$ cat config.mk
export PLATFORM = sky130hd
export DESIGN_NAME = streaming_kth_order_statistic_flat
export DESIGN_NICKNAME = d
export VERILOG_FILES = /design/src/rtl/kos_pkg.sv /design/src/rtl/kos_if.sv /design/src/rtl/kos_row.sv /design/src/rtl/streaming_kth_order_statistic.sv /design/src/flat_wrapper.sv
export SDC_FILE = /design/constraint.sdc
export NUM_CORES = 2
export LEC_CHECK = 0
export BUFFER_PORTS_ARGS = -buffer_cell sky130_fd_sc_hd__buf_4
export CAP_MARGIN = 30
export CELL_PAD_IN_SITES_DETAIL_PLACEMENT = 2
export CELL_PAD_IN_SITES_GLOBAL_PLACEMENT = 2
export CORE_MARGIN = 8
export CORE_UTILIZATION = 37
export CTS_CLUSTER_DIAMETER = 50
export DETAILED_ROUTE_END_ITERATION = 10
export GPL_ROUTABILITY_DRIVEN = 0
export GPL_TIMING_DRIVEN = 0
export MAX_ROUTING_LAYER = met4
export PLACE_DENSITY_LB_ADDON = 0.1
export SYNTH_ARGS = -nofsm -noshare
export SYNTH_HDL_FRONTEND = slang
export SYNTH_SLANG_ARGS = --single-unit
$ cat constraint.sdc
create_clock -name clk -period 29.4 [get_ports clk]
set_input_delay 2.94 -clock clk [delete_from_list [all_inputs] [get_ports clk]]
set_output_delay 2.94 -clock clk [all_outputs]
set_load 0.01 [all_outputs]
$ cat src/rtl/kos_pkg.sv
`default_nettype none
// ----------------------------------------------------------------------------
// kos_pkg
// Shared types, widths and register indexes for the streaming k-th order
// statistic block.
// ----------------------------------------------------------------------------
package kos_pkg;

	localparam int VALUE_W      = 32;
	localparam int KEEP_W       = 5;
	localparam int MAX_KEEP_DEF = 16;
	localparam int CFG_IDX_W    = 2;
	localparam int CFG_DATA_W   = 5;

	// configuration register indexes
	localparam logic [CFG_IDX_W-1:0] REG_KEEP_COUNT = 2'd0;
	localparam logic [CFG_IDX_W-1:0] REG_ORDER_MODE = 2'd1;

	localparam logic MODE_LARGEST  = 1'b0;
	localparam logic MODE_SMALLEST = 1'b1;

	// one step request from the top level to the sorted row
	typedef struct packed {
		logic              fire;
		logic              set_end;
		logic              order_mode;
		logic [KEEP_W-1:0] keep_count;
	} kos_step_t;

endpackage : kos_pkg
`default_nettype wire

$ cat src/rtl/kos_if.sv
`default_nettype none
// ----------------------------------------------------------------------------
// kos_if
// Valid/ready channels: sample input, result output and configuration write.
// ----------------------------------------------------------------------------
interface kos_in_if
	import kos_pkg::*;
();
	logic                      valid;
	logic                      ready;
	logic signed [VALUE_W-1:0] sample_value;
	logic                      set_end;

	modport source (output valid, output sample_value, output set_end, input ready);
	modport sink   (input valid, input sample_value, input set_end, output ready);
endinterface : kos_in_if

interface kos_out_if
	import kos_pkg::*;
();
	logic                      valid;
	logic                      ready;
	logic signed [VALUE_W-1:0] kth_value;
	logic                      holds_k;
	logic                      result_end;

	modport source (output valid, output kth_value, output holds_k, output result_end,
		input ready);
	modport sink   (input valid, input kth_value, input holds_k, input result_end,
		output ready);
endinterface : kos_out_if

interface kos_cfg_if
	import kos_pkg::*;
();
	logic                  valid;
	logic                  ready;
	logic [CFG_IDX_W-1:0]  index;
	logic [CFG_DATA_W-1:0] data;

	modport source (output valid, output index, output data, input ready);
	modport sink   (input valid, input index, input data, output ready);
endinterface : kos_cfg_if
`default_nettype wire

$ cat src/rtl/kos_row.sv
`default_nettype none
// ----------------------------------------------------------------------------
// kos_row
// Sorted register row, best first, with a combinational compare-and-shift insert.
// ----------------------------------------------------------------------------
module kos_row
	import kos_pkg::*;
#(
	parameter int MAX_KEEP = MAX_KEEP_DEF
) (
	input  wire logic                      clk,
	input  wire logic                      arst_n,
	input  wire kos_step_t                 step,
	input  wire logic signed [VALUE_W-1:0] sample_value,
	output logic signed [VALUE_W-1:0]      kth_value,
	output logic                           holds_k
);

	localparam int CW = $clog2(MAX_KEEP + 1);
	localparam int IW = (MAX_KEEP > 1) ? $clog2(MAX_KEEP) : 1;
	localparam int WW = (CW > KEEP_W) ? CW : KEEP_W;

	logic signed [VALUE_W-1:0] row_q [MAX_KEEP];
	logic [CW-1:0]             held_q;

	logic [WW-1:0]             kc_w;
	logic [WW-1:0]             k_w;
	logic [CW-1:0]             k_eff;
	logic [CW-1:0]             held;
	logic                      room;
	logic [MAX_KEEP-1:0]       better;
	logic [MAX_KEEP-1:0]       first;
	logic [MAX_KEEP-1:0]       below;
	logic                      any_better;
	logic                      do_ins;
	logic signed [VALUE_W-1:0] row_d [MAX_KEEP];
	logic [CW-1:0]             count_d;
	logic [CW-1:0]             last_idx;

	// clamp k to 1..MAX_KEEP
	always_comb begin
		kc_w = WW'(step.keep_count);
		if (kc_w == '0) begin
			k_w = WW'(1);
		end else if (kc_w > WW'(MAX_KEEP)) begin
			k_w = WW'(MAX_KEEP);
		end else begin
			k_w = kc_w;
		end
		k_eff = CW'(k_w);
		held  = (held_q > k_eff) ? k_eff : held_q;
		room  = held < k_eff;
	end

	// first held entry that the sample beats
	always_comb begin
		logic seen;
		seen = 1'b0;
		for (int i = 0; i < MAX_KEEP; i++) begin
			if (step.order_mode == MODE_SMALLEST) begin
				better[i] = (CW'(i) < held) && (sample_value < row_q[i]);
			end else begin
				better[i] = (CW'(i) < held) && (sample_value > row_q[i]);
			end
			below[i] = seen;
			first[i] = better[i] & ~seen;
			seen     = seen | better[i];
		end
		any_better = seen;
		do_ins     = any_better | room;
	end

	always_comb begin
		for (int i = 0; i < MAX_KEEP; i++) begin
			if (first[i] || (!any_better && room && (CW'(i) == held))) begin
				row_d[i] = sample_value;
			end else if (below[i] && (i > 0)) begin
				row_d[i] = row_q[(i > 0) ? i - 1 : 0];
			end else begin
				row_d[i] = row_q[i];
			end
		end
		count_d  = room ? held + CW'(1) : held;
		last_idx = count_d - CW'(1);
	end

	assign kth_value = row_d[last_idx[IW-1:0]];
	assign holds_k   = count_d == k_eff;

	always_ff @(posedge clk) begin
		if (step.fire && do_ins) begin
			for (int i = 0; i < MAX_KEEP; i++) begin
				row_q[i] <= row_d[i];
			end
		end
	end

	// a set end empties the row for the next set
	always_ff @(posedge clk or negedge arst_n) begin
		if (!arst_n) begin
			held_q <= '0;
		end else if (step.fire) begin
			held_q <= step.set_end ? '0 : count_d;
		end
	end

endmodule : kos_row
`default_nettype wire

$ cat src/rtl/streaming_kth_order_statistic.sv
`default_nettype none
// ----------------------------------------------------------------------------
// streaming_kth_order_statistic
// Keeps the k largest or k smallest samples of a set and reports the k-th.
// ----------------------------------------------------------------------------
// Path: a sample is held in the input register, then its result in the result register.
// Throughput: one sample per cycle while the result sink is ready; the row compare-and-shift is combinational.
// Result stalls back up through the input register only when both stages are full.
// Reset: keep_count = 1, order_mode = largest, row empty, no result pending.
// Configuration writes are taken every cycle.
module streaming_kth_order_statistic
	import kos_pkg::*;
#(
	parameter int MAX_KEEP = MAX_KEEP_DEF
) (
	input  wire logic  clk,
	input  wire logic  arst_n,
	kos_in_if.sink     samples,
	kos_out_if.source  results,
	kos_cfg_if.sink    cfg
);

	logic [KEEP_W-1:0]         keep_count_q;
	logic                      order_mode_q;

	logic                      valid_s1;
	logic signed [VALUE_W-1:0] sample_s1;
	logic                      end_s1;

	logic                      out_valid_q;
	logic signed [VALUE_W-1:0] kth_q;
	logic                      holds_k_q;
	logic                      end_q;

	logic                      advance;
	logic                      fire;
	kos_step_t                 step;
	logic signed [VALUE_W-1:0] kth_d;
	logic                      holds_k_d;

	assign cfg.ready = 1'b1;

	always_ff @(posedge clk or negedge arst_n) begin
		if (!arst_n) begin
			keep_count_q <= KEEP_W'(1);
			order_mode_q <= MODE_LARGEST;
		end else if (cfg.valid) begin
			case (cfg.index)
				REG_KEEP_COUNT: keep_count_q <= cfg.data[KEEP_W-1:0];
				REG_ORDER_MODE: order_mode_q <= cfg.data[0];
				default: ;
			endcase
		end
	end

	assign advance       = !out_valid_q || results.ready;
	assign fire          = valid_s1 && advance;
	assign samples.ready = !valid_s1 || advance;

	always_ff @(posedge clk or negedge arst_n) begin
		if (!arst_n) begin
			valid_s1 <= 1'b0;
		end else if (samples.ready) begin
			valid_s1 <= samples.valid;
		end
	end

	always_ff @(posedge clk) begin
		if (samples.ready && samples.valid) begin
			sample_s1 <= samples.sample_value;
			end_s1    <= samples.set_end;
		end
	end

	always_comb begin
		step.fire       = fire;
		step.set_end    = end_s1;
		step.order_mode = order_mode_q;
		step.keep_count = keep_count_q;
	end

	kos_row #(
		.MAX_KEEP(MAX_KEEP)
	) u_row (
		.clk         (clk),
		.arst_n      (arst_n),
		.step        (step),
		.sample_value(sample_s1),
		.kth_value   (kth_d),
		.holds_k     (holds_k_d)
	);

	always_ff @(posedge clk or negedge arst_n) begin
		if (!arst_n) begin
			out_valid_q <= 1'b0;
		end else if (advance) begin
			out_valid_q <= valid_s1;
		end
	end

	// hold the result while the sink stalls
	always_ff @(posedge clk) begin
		if (fire) begin
			kth_q     <= kth_d;
			holds_k_q <= holds_k_d;
			end_q     <= end_s1;
		end
	end

	assign results.valid      = out_valid_q;
	assign results.kth_value  = kth_q;
	assign results.holds_k    = holds_k_q;
	assign results.result_end = end_q;

endmodule : streaming_kth_order_statistic
`default_nettype wire

$ cat src/flat_wrapper.sv
// flat-port wrapper written by rule: the top's interface ports become plain ports
module streaming_kth_order_statistic_flat import kos_pkg::*;
#(
	parameter int MAX_KEEP = MAX_KEEP_DEF
)
  (clk, arst_n, samples_valid, samples_sample_value, samples_set_end, samples_ready, results_valid, results_kth_value, results_holds_k, results_result_end, results_ready, cfg_valid, cfg_index, cfg_data, cfg_ready);
  kos_in_if samples_i ();
  kos_out_if results_i ();
  kos_cfg_if cfg_i ();
  input  wire logic clk;
  input  wire logic arst_n;
  input wire logic [$bits(samples_i.valid)-1:0] samples_valid;
  input wire logic [$bits(samples_i.sample_value)-1:0] samples_sample_value;
  input wire logic [$bits(samples_i.set_end)-1:0] samples_set_end;
  output wire logic [$bits(samples_i.ready)-1:0] samples_ready;
  output wire logic [$bits(results_i.valid)-1:0] results_valid;
  output wire logic [$bits(results_i.kth_value)-1:0] results_kth_value;
  output wire logic [$bits(results_i.holds_k)-1:0] results_holds_k;
  output wire logic [$bits(results_i.result_end)-1:0] results_result_end;
  input wire logic [$bits(results_i.ready)-1:0] results_ready;
  input wire logic [$bits(cfg_i.valid)-1:0] cfg_valid;
  input wire logic [$bits(cfg_i.index)-1:0] cfg_index;
  input wire logic [$bits(cfg_i.data)-1:0] cfg_data;
  output wire logic [$bits(cfg_i.ready)-1:0] cfg_ready;
  assign samples_i.valid = samples_valid;
  assign samples_i.sample_value = samples_sample_value;
  assign samples_i.set_end = samples_set_end;
  assign samples_ready = samples_i.ready;
  assign results_valid = results_i.valid;
  assign results_kth_value = results_i.kth_value;
  assign results_holds_k = results_i.holds_k;
  assign results_result_end = results_i.result_end;
  assign results_i.ready = results_ready;
  assign cfg_i.valid = cfg_valid;
  assign cfg_i.index = cfg_index;
  assign cfg_i.data = cfg_data;
  assign cfg_ready = cfg_i.ready;
  streaming_kth_order_statistic #(.MAX_KEEP(MAX_KEEP)) u_core (.clk(clk), .arst_n(arst_n), .samples(samples_i), .results(results_i), .cfg(cfg_i));
endmodule
* Yosys cells after proc, flatten, opt, wreduce, memory -nomap -nowiden
Memories as Yosys holds them, arrays and structs flattened.
Index checks and enable logic that the tools add are counted.
** Storage, ports and cells
- Latch bits :: 0
- Memories :: 1
- Register bits :: 80
- RAM bits :: 512
- Output and inout bits :: 37
- Input bits :: 45
- ROM bits :: 0
- Logic and storage cells :: 264
** Memory list
- u_core.u_row.row_q :: depth 16, width 32, rd ports 16, clocked after Yosys merged registers in 0, wr ports 16, RTL line kos_row.sv:23 : logic signed [VALUE_W-1:0] row_q [MAX_KEEP];
** Cells by class
- Shift operators :: 0
- Multiplexer cells :: 57
- $mul :: 0
- Magnitude comparators :: 52
- Reductions and logical operators :: 78
- Equal/unequal tests :: 17
- Div/mod/pow operators :: 0
- Add/sub/neg operators :: 2
- Bitwise logic cells :: 47
** Operators by type and width (number)
- 2-to-1 mux 32 bit :: 33
- greater-than comparator 32 bit :: 16
- < comparator 32 bit :: 16
- binary-select mux 32 bit (select 4 bit) :: 1
- logical AND 1 bit :: 52
- equality test 4 x 5 -> 1 bit (first input constant) :: 8
- < comparator 4 x 5 -> 1 bit (first input constant) :: 8
- 2-to-1 mux 5 bit :: 5
- equality test 3 x 5 -> 1 bit (first input constant) :: 4
- < comparator 3 x 5 -> 1 bit (first input constant) :: 4
- logical OR 1 bit :: 18
- 2-to-1 mux 1 bit :: 18
- OR 1 bit :: 16
- AND 1 bit :: 15
- inverter 1 bit :: 15
- equality test 2 x 5 -> 1 bit (first input constant) :: 2
- zero test 5 bit :: 2
- < comparator 1 x 5 -> 1 bit (first input constant) :: 2
- < comparator 2 x 5 -> 1 bit (first input constant) :: 2
- adder 5 x 1 -> 5 bit (second input constant) :: 1
- equality test 1 x 5 -> 1 bit (first input constant) :: 1
- equality test 5 bit :: 1
- >= comparator 5 bit (second input constant) :: 1
- greater-than comparator 5 bit :: 1
- 8 further kinds :: 11

* Logic depth before layout (Yosys ltp)
- Depth in word-level cells :: 31
- Mapped depth :: 30
- Depth with buffers taken out :: 24

* Hierarchy
From an unflattened synthesis, not the netlist that was laid out.
** Second synthesis, totals
- Cells, all modules :: 5510
- Area, all modules :: 49707.7 µm²
** By module, submodules not included
- kos_row :: seq. area each 15499.9 µm², times used 1, area an instance 47350.4 µm², cells an instance 5419
- streaming_kth_order_statistic :: seq. area each 2213.4 µm², times used 1, area an instance 2357.3 µm², cells an instance 91

* Worst setup path after synthesis
No wires, ideal clock.
- Kind :: register -> register
- Start point :: reg u_core.sample_s1[2]
- End point :: mem u_core.u_row.row_q[0][0], enable pin
- Setup slack :: -1.989 ns
- Period minus slack after synthesis :: 31.389 ns
- Required time :: 27.704 ns
- Cell stages (with the launch flop) :: 9
- Buffers on the path :: 0
- Data arrival time :: 29.692 ns
- Library setup time :: 1.696 ns
- Cells stage by stage :: edfxtp_1 -> ha_1 -> a21o_1 -> a211oi_1 -> a211oi_1 -> o311ai_0 -> and3_1 -> mux2_2 -> a31oi_1
** RTL lines
- start, declared :: RTL line streaming_kth_order_statistic.sv:27 : logic signed [VALUE_W-1:0] sample_s1;
- start signal, assigned :: RTL line streaming_kth_order_statistic.sv:70 : sample_s1 <= samples.sample_value;
- end, declared :: RTL line kos_row.sv:23

* Worst setup path in the final report
- Start point :: reg u_core.keep_count_q[4]
- End point :: reg u_core.kth_q[31], in the netlist u_core.results.kth_value[31] (data pin)
** On the way
- Cells in the longest elaborated chain, start to end :: 31
** RTL lines
- start, declared :: RTL line streaming_kth_order_statistic.sv:23 : logic [KEEP_W-1:0] keep_count_q;
- start signal, assigned :: RTL line streaming_kth_order_statistic.sv:49 : REG_KEEP_COUNT: keep_count_q <= cfg.data[KEEP_W-1:0];
- greater-than comparator 5 bit :: RTL line kos_row.sv:45 : end else if (kc_w > WW'(MAX_KEEP)) begin
- 2-to-1 mux 5 bit :: RTL line kos_row.sv:45
- 2-to-1 mux 5 bit (*) :: RTL line kos_row.sv:43 : if (kc_w == '0) begin
- greater-than comparator 5 bit :: RTL line kos_row.sv:51 : held = (held_q > k_eff) ? k_eff : held_q;
- 2-to-1 mux 5 bit :: RTL line kos_row.sv:51
- < comparator 1 x 5 -> 1 bit :: RTL line kos_row.sv:61, kos_row.sv:63
- logical AND 1 bit (on tied branches) :: RTL line kos_row.sv:63, kos_row.sv:61
- 2-to-1 mux 1 bit :: RTL line kos_row.sv:60 : if (step.order_mode == MODE_SMALLEST) begin
- OR 1 bit (15 in a row) :: RTL line kos_row.sv:67 : seen = seen | better[i];
- zero test 1 bit :: RTL line kos_row.sv:75 : if (first[i] || (!any_better && room && (CW'(i) == held))) begin
- logical AND 1 bit (2 in a row) :: RTL line kos_row.sv:75
- logical OR 1 bit :: RTL line kos_row.sv:75
- 2-to-1 mux 32 bit :: RTL line kos_row.sv:75
- binary-select mux 32 bit (select 4 bit) (*) :: RTL line kos_row.sv:87 : assign kth_value = row_d[last_idx[IW-1:0]];
- 2-to-1 mux 32 bit (implied by the code) (*) (2 in a row) :: RTL line kos_row.sv:87
- via u_core.kth_d[31] :: RTL line streaming_kth_order_statistic.sv:38 : logic signed [VALUE_W-1:0] kth_d;
- end signal, assigned :: RTL line streaming_kth_order_statistic.sv:104 : kth_q <= kth_d;
- end, declared :: RTL line streaming_kth_order_statistic.sv:31 : logic signed [VALUE_W-1:0] kth_q;
Mark *: on every way through the listed nets, which the timed path passes. The rest lies on a longest branch. The select of a mux whose other input is x is not followed.
A chain may end at the register's enable or synchronous reset.

==> results.md <==
- Clock slew at reported path FFs: 0.05 ns
- Slew margin rel.: 8.290%
- Setup repair bufs after CTS: 0
- Clk_lat worst skew: 0.76 ns
- Drt pass-1 iters: 6
- Final HPWL DP: 216100 µm
- Routed WL per cell: 33.29 µm
- FMAX: 88.13 MHz
- Grt met1 use: 45.98%
- Netlist cell types: 107
- Die Wd: 383.6 µm
- Critical Path AT: 11.91 ns
- Status: finished clean
- Final hold vios: 0
- CTS sink count: 592
- Nets: 6610
- Data required time of the worst path: 29.96 ns
- Design area: 58820 µm²
- CP max FO: 10
- Max cap viols: 0
- Port bufs: 80
- WS Path Type: flip-flop to flip-flop
- Synth Area per Inst: 8.715 µm²
- Flops & latches, synth: 592
- GRT busiest layer: met2
- # DRC: 0
- Top-area cell type share of the netlist area: 34.77%
- Post-synthesis sequential area ratio: 35.43%
- Post-placement cell area: 54560 µm²
- Fin. max-slew vios: 0
- I/O pins: 82
- Vias in the first global route: 53200
- CTS Buf Count: 120
- Critical path's most frequent cell: clkbuf_1
- Initial Util: 37.09%
- Clock skew: 0.02338 ns
- Row count: 135
- Layout cell share with drive strength beyond 1: 8.548%
- CP startpoint kind: flip-flop
- Die H: 383.6 µm
- Clock root buffer: clkbuf_16
- Asr flop ratio synth: 2.196%
- Slowest stage delay, CP: 0.98 ns
- # setup viols final: 0
- Global-route wire length before repair: 376900 µm
- Gr usage total: 35.58%
- Resized cells post-CTS: 0
- Met2 GRT Util: 53.85%
- Syn nets: 6307
- Most common cell after layout, fill and taps aside: edfxtp_1
- Mapped cell area: 50000 µm²
- Largest net degree at the start of global routing: 28
- Initial antenna violation count: 9
- Area contributors post-synth: edfxtp_1 (35%), ha_1 (13%), o21ai_0 (4.6%)
- Clk buf depth: 3
- Met3 Track Usage GR: 4.494%
- Cell count after synthesis: 5737
- Primary FF master, synth: edfxtp_1
- Final wirelength: 263900 µm
- Post-route insts no fill: 7926
- WHS: 0.4900 ns
- Synth-to-Final Area Change: 17.65%
- Commonest non-fill, non-tap cells in the layout: edfxtp_1 (579), inv_1 (558), ha_1 (525)
- CTS Hold Bufs: 0
- CORE AREA: 134800 µm²
- Synth area leader: edfxtp_1
- H-tree Lvls: 3
- Slowest CP cell: nand3_1
- Type of the tightest min-delay check: flip-flop to flip-flop
- Synth warn: 0
- Post-route ant nets: 0
- Die footprint: 147200 µm²
- Number of synthesized flops with an enable pin: 579
- Initial drt markers: 4964
- Placed Cells: 7687
- Worst-Margin Slew: 1.376 ns
- Final min period: 11.35 ns
- RSZ-0062 raised after global routing: no
- Remaining global-route overflow: 0
- Via count: 51080
- Drt via density: 6.444
- CP endpoint kind: flip-flop
- CTS tree: done
- Period utilisation layout: 38.59%
==> path summary, 6_finish.rpt <==
check                                               endpoint  slack, ns  cells past startpoint              startpoint
worst max-delay path            u_core.results.kth_value[31]      18.05                     28  u_core.keep_count_q[4]
worst max register to register  u_core.results.kth_value[31]      18.05                     28  u_core.keep_count_q[4]
worst min register to register     u_core.results.result_end       0.49                      0           u_core.end_s1
max in group asynchronous             u_core.keep_count_q[0]      27.13                      1                  arst_n
worst min-delay path               u_core.results.result_end       0.49                      0           u_core.end_s1
min in group asynchronous               u_core.results.valid       2.03                      1                  arst_n
==> routing by layer <==
| metal | wire length [µm] | vias up | share of wire, % |
|---|---|---|---|
| met5 | 0 | - | 0 |
| met4 | 18620 | 0 | 7.1 |
| met3 | 15830 | 691 | 6.0 |
| met2 | 115700 | 2017 | 44 |
| met1 | 113700 | 26220 | 43 |
| li1 | - | 22150 | - |
==> cell type report <==
class                           instances  area, µm²
Fill cell                           14850      75970
Multi-Input combinational cell       4172      28560
Sequential cell                       592      17710
Clock buffer                          132       3100
Timing Repair Buffer                  181       2455
Tap cell                             1781       2228
Inverter                              562       2112
Buffer                                411       1649
Clock inverter                         92       1002
Antenna cell                            3      7.507
==> worst max-delay path: cells and delay by family (launching register included) <==
family | cells | cell delay, ns
flip-flops | 1 | 0.48
AO/OA/AOI/OAI | 7 | 2.12
AND/OR/NAND/NOR | 6 | 2.47
buffers and inverters | 11 | 4.75
adder cells (fa/ha/maj) | 3 | 1.05
XOR/XNOR | 1 | 0.24
==> Yosys cell counts, drive strengths merged, types with 91 or more instances <==
| cell | number |
|---|---|
| edfxtp | 579 |
| inv | 562 |
| ha | 525 |
| o21ai | 522 |
| nand2 | 518 |
| a21oi | 397 |
| nor2 | 376 |
| clkbuf | 309 |
| mux2i | 158 |
| nand3 | 135 |
| nand4 | 129 |
| a211oi | 127 |
| a22oi | 124 |
| a21o | 108 |
| buf | 102 |
| o22a | 96 |
| o211ai | 91 |
==> metrics by stage <==
step / utilization [%] / setup TNS, ns / setup slack, ns
global placement: 39.20 / -1433.03 / -2.931
CTS: 43.52 / 0 / 18.03
finish: 43.64 / 0 / 18.05
global route: 43.64 / 0 / 18.12
floorplan: - / 0 / 9.970
detailed placement: 40.48 / 0 / 18.12
==> kinds of logic (layout without fill, tap and decap cells) <==
| family | Yosys count | count (layout) | synth area share, % |
|---|---|---|---|
| AND/OR/NAND/NOR | 1487 | 1487 | 14.07 |
| flip-flops | 592 | 592 | 35.43 |
| multiplexers | 170 | 170 | 3.433 |
| other | 1 | 4 | 0.007500 |
| buffers and inverters | 973 | 1378 | 7.522 |
| AO/OA/AOI/OAI | 1975 | 1975 | 26.16 |
| XOR/XNOR | 14 | 14 | 0.2452 |
| adder cells (fa/ha/maj) | 525 | 525 | 13.14 |
==> flip-flops by register name (all words and copies together) (netlist names) <==
name / flops
u_core.results.holds_k: 1
u_core.sample_s1: 32
u_core.results.result_end: 1
u_core.keep_count_q: 5
u_core.u_row.held_q: 5
u_core.results.valid: 1
u_core.valid_s1: 1
u_core.u_row.row_q: 512
u_core.order_mode_q: 1
u_core.end_s1: 1
u_core.results.kth_value: 32
Power is left out: the tool's default activity adds up to more than one toggle a clock period on the data nets, which glitch-free logic cannot reach.
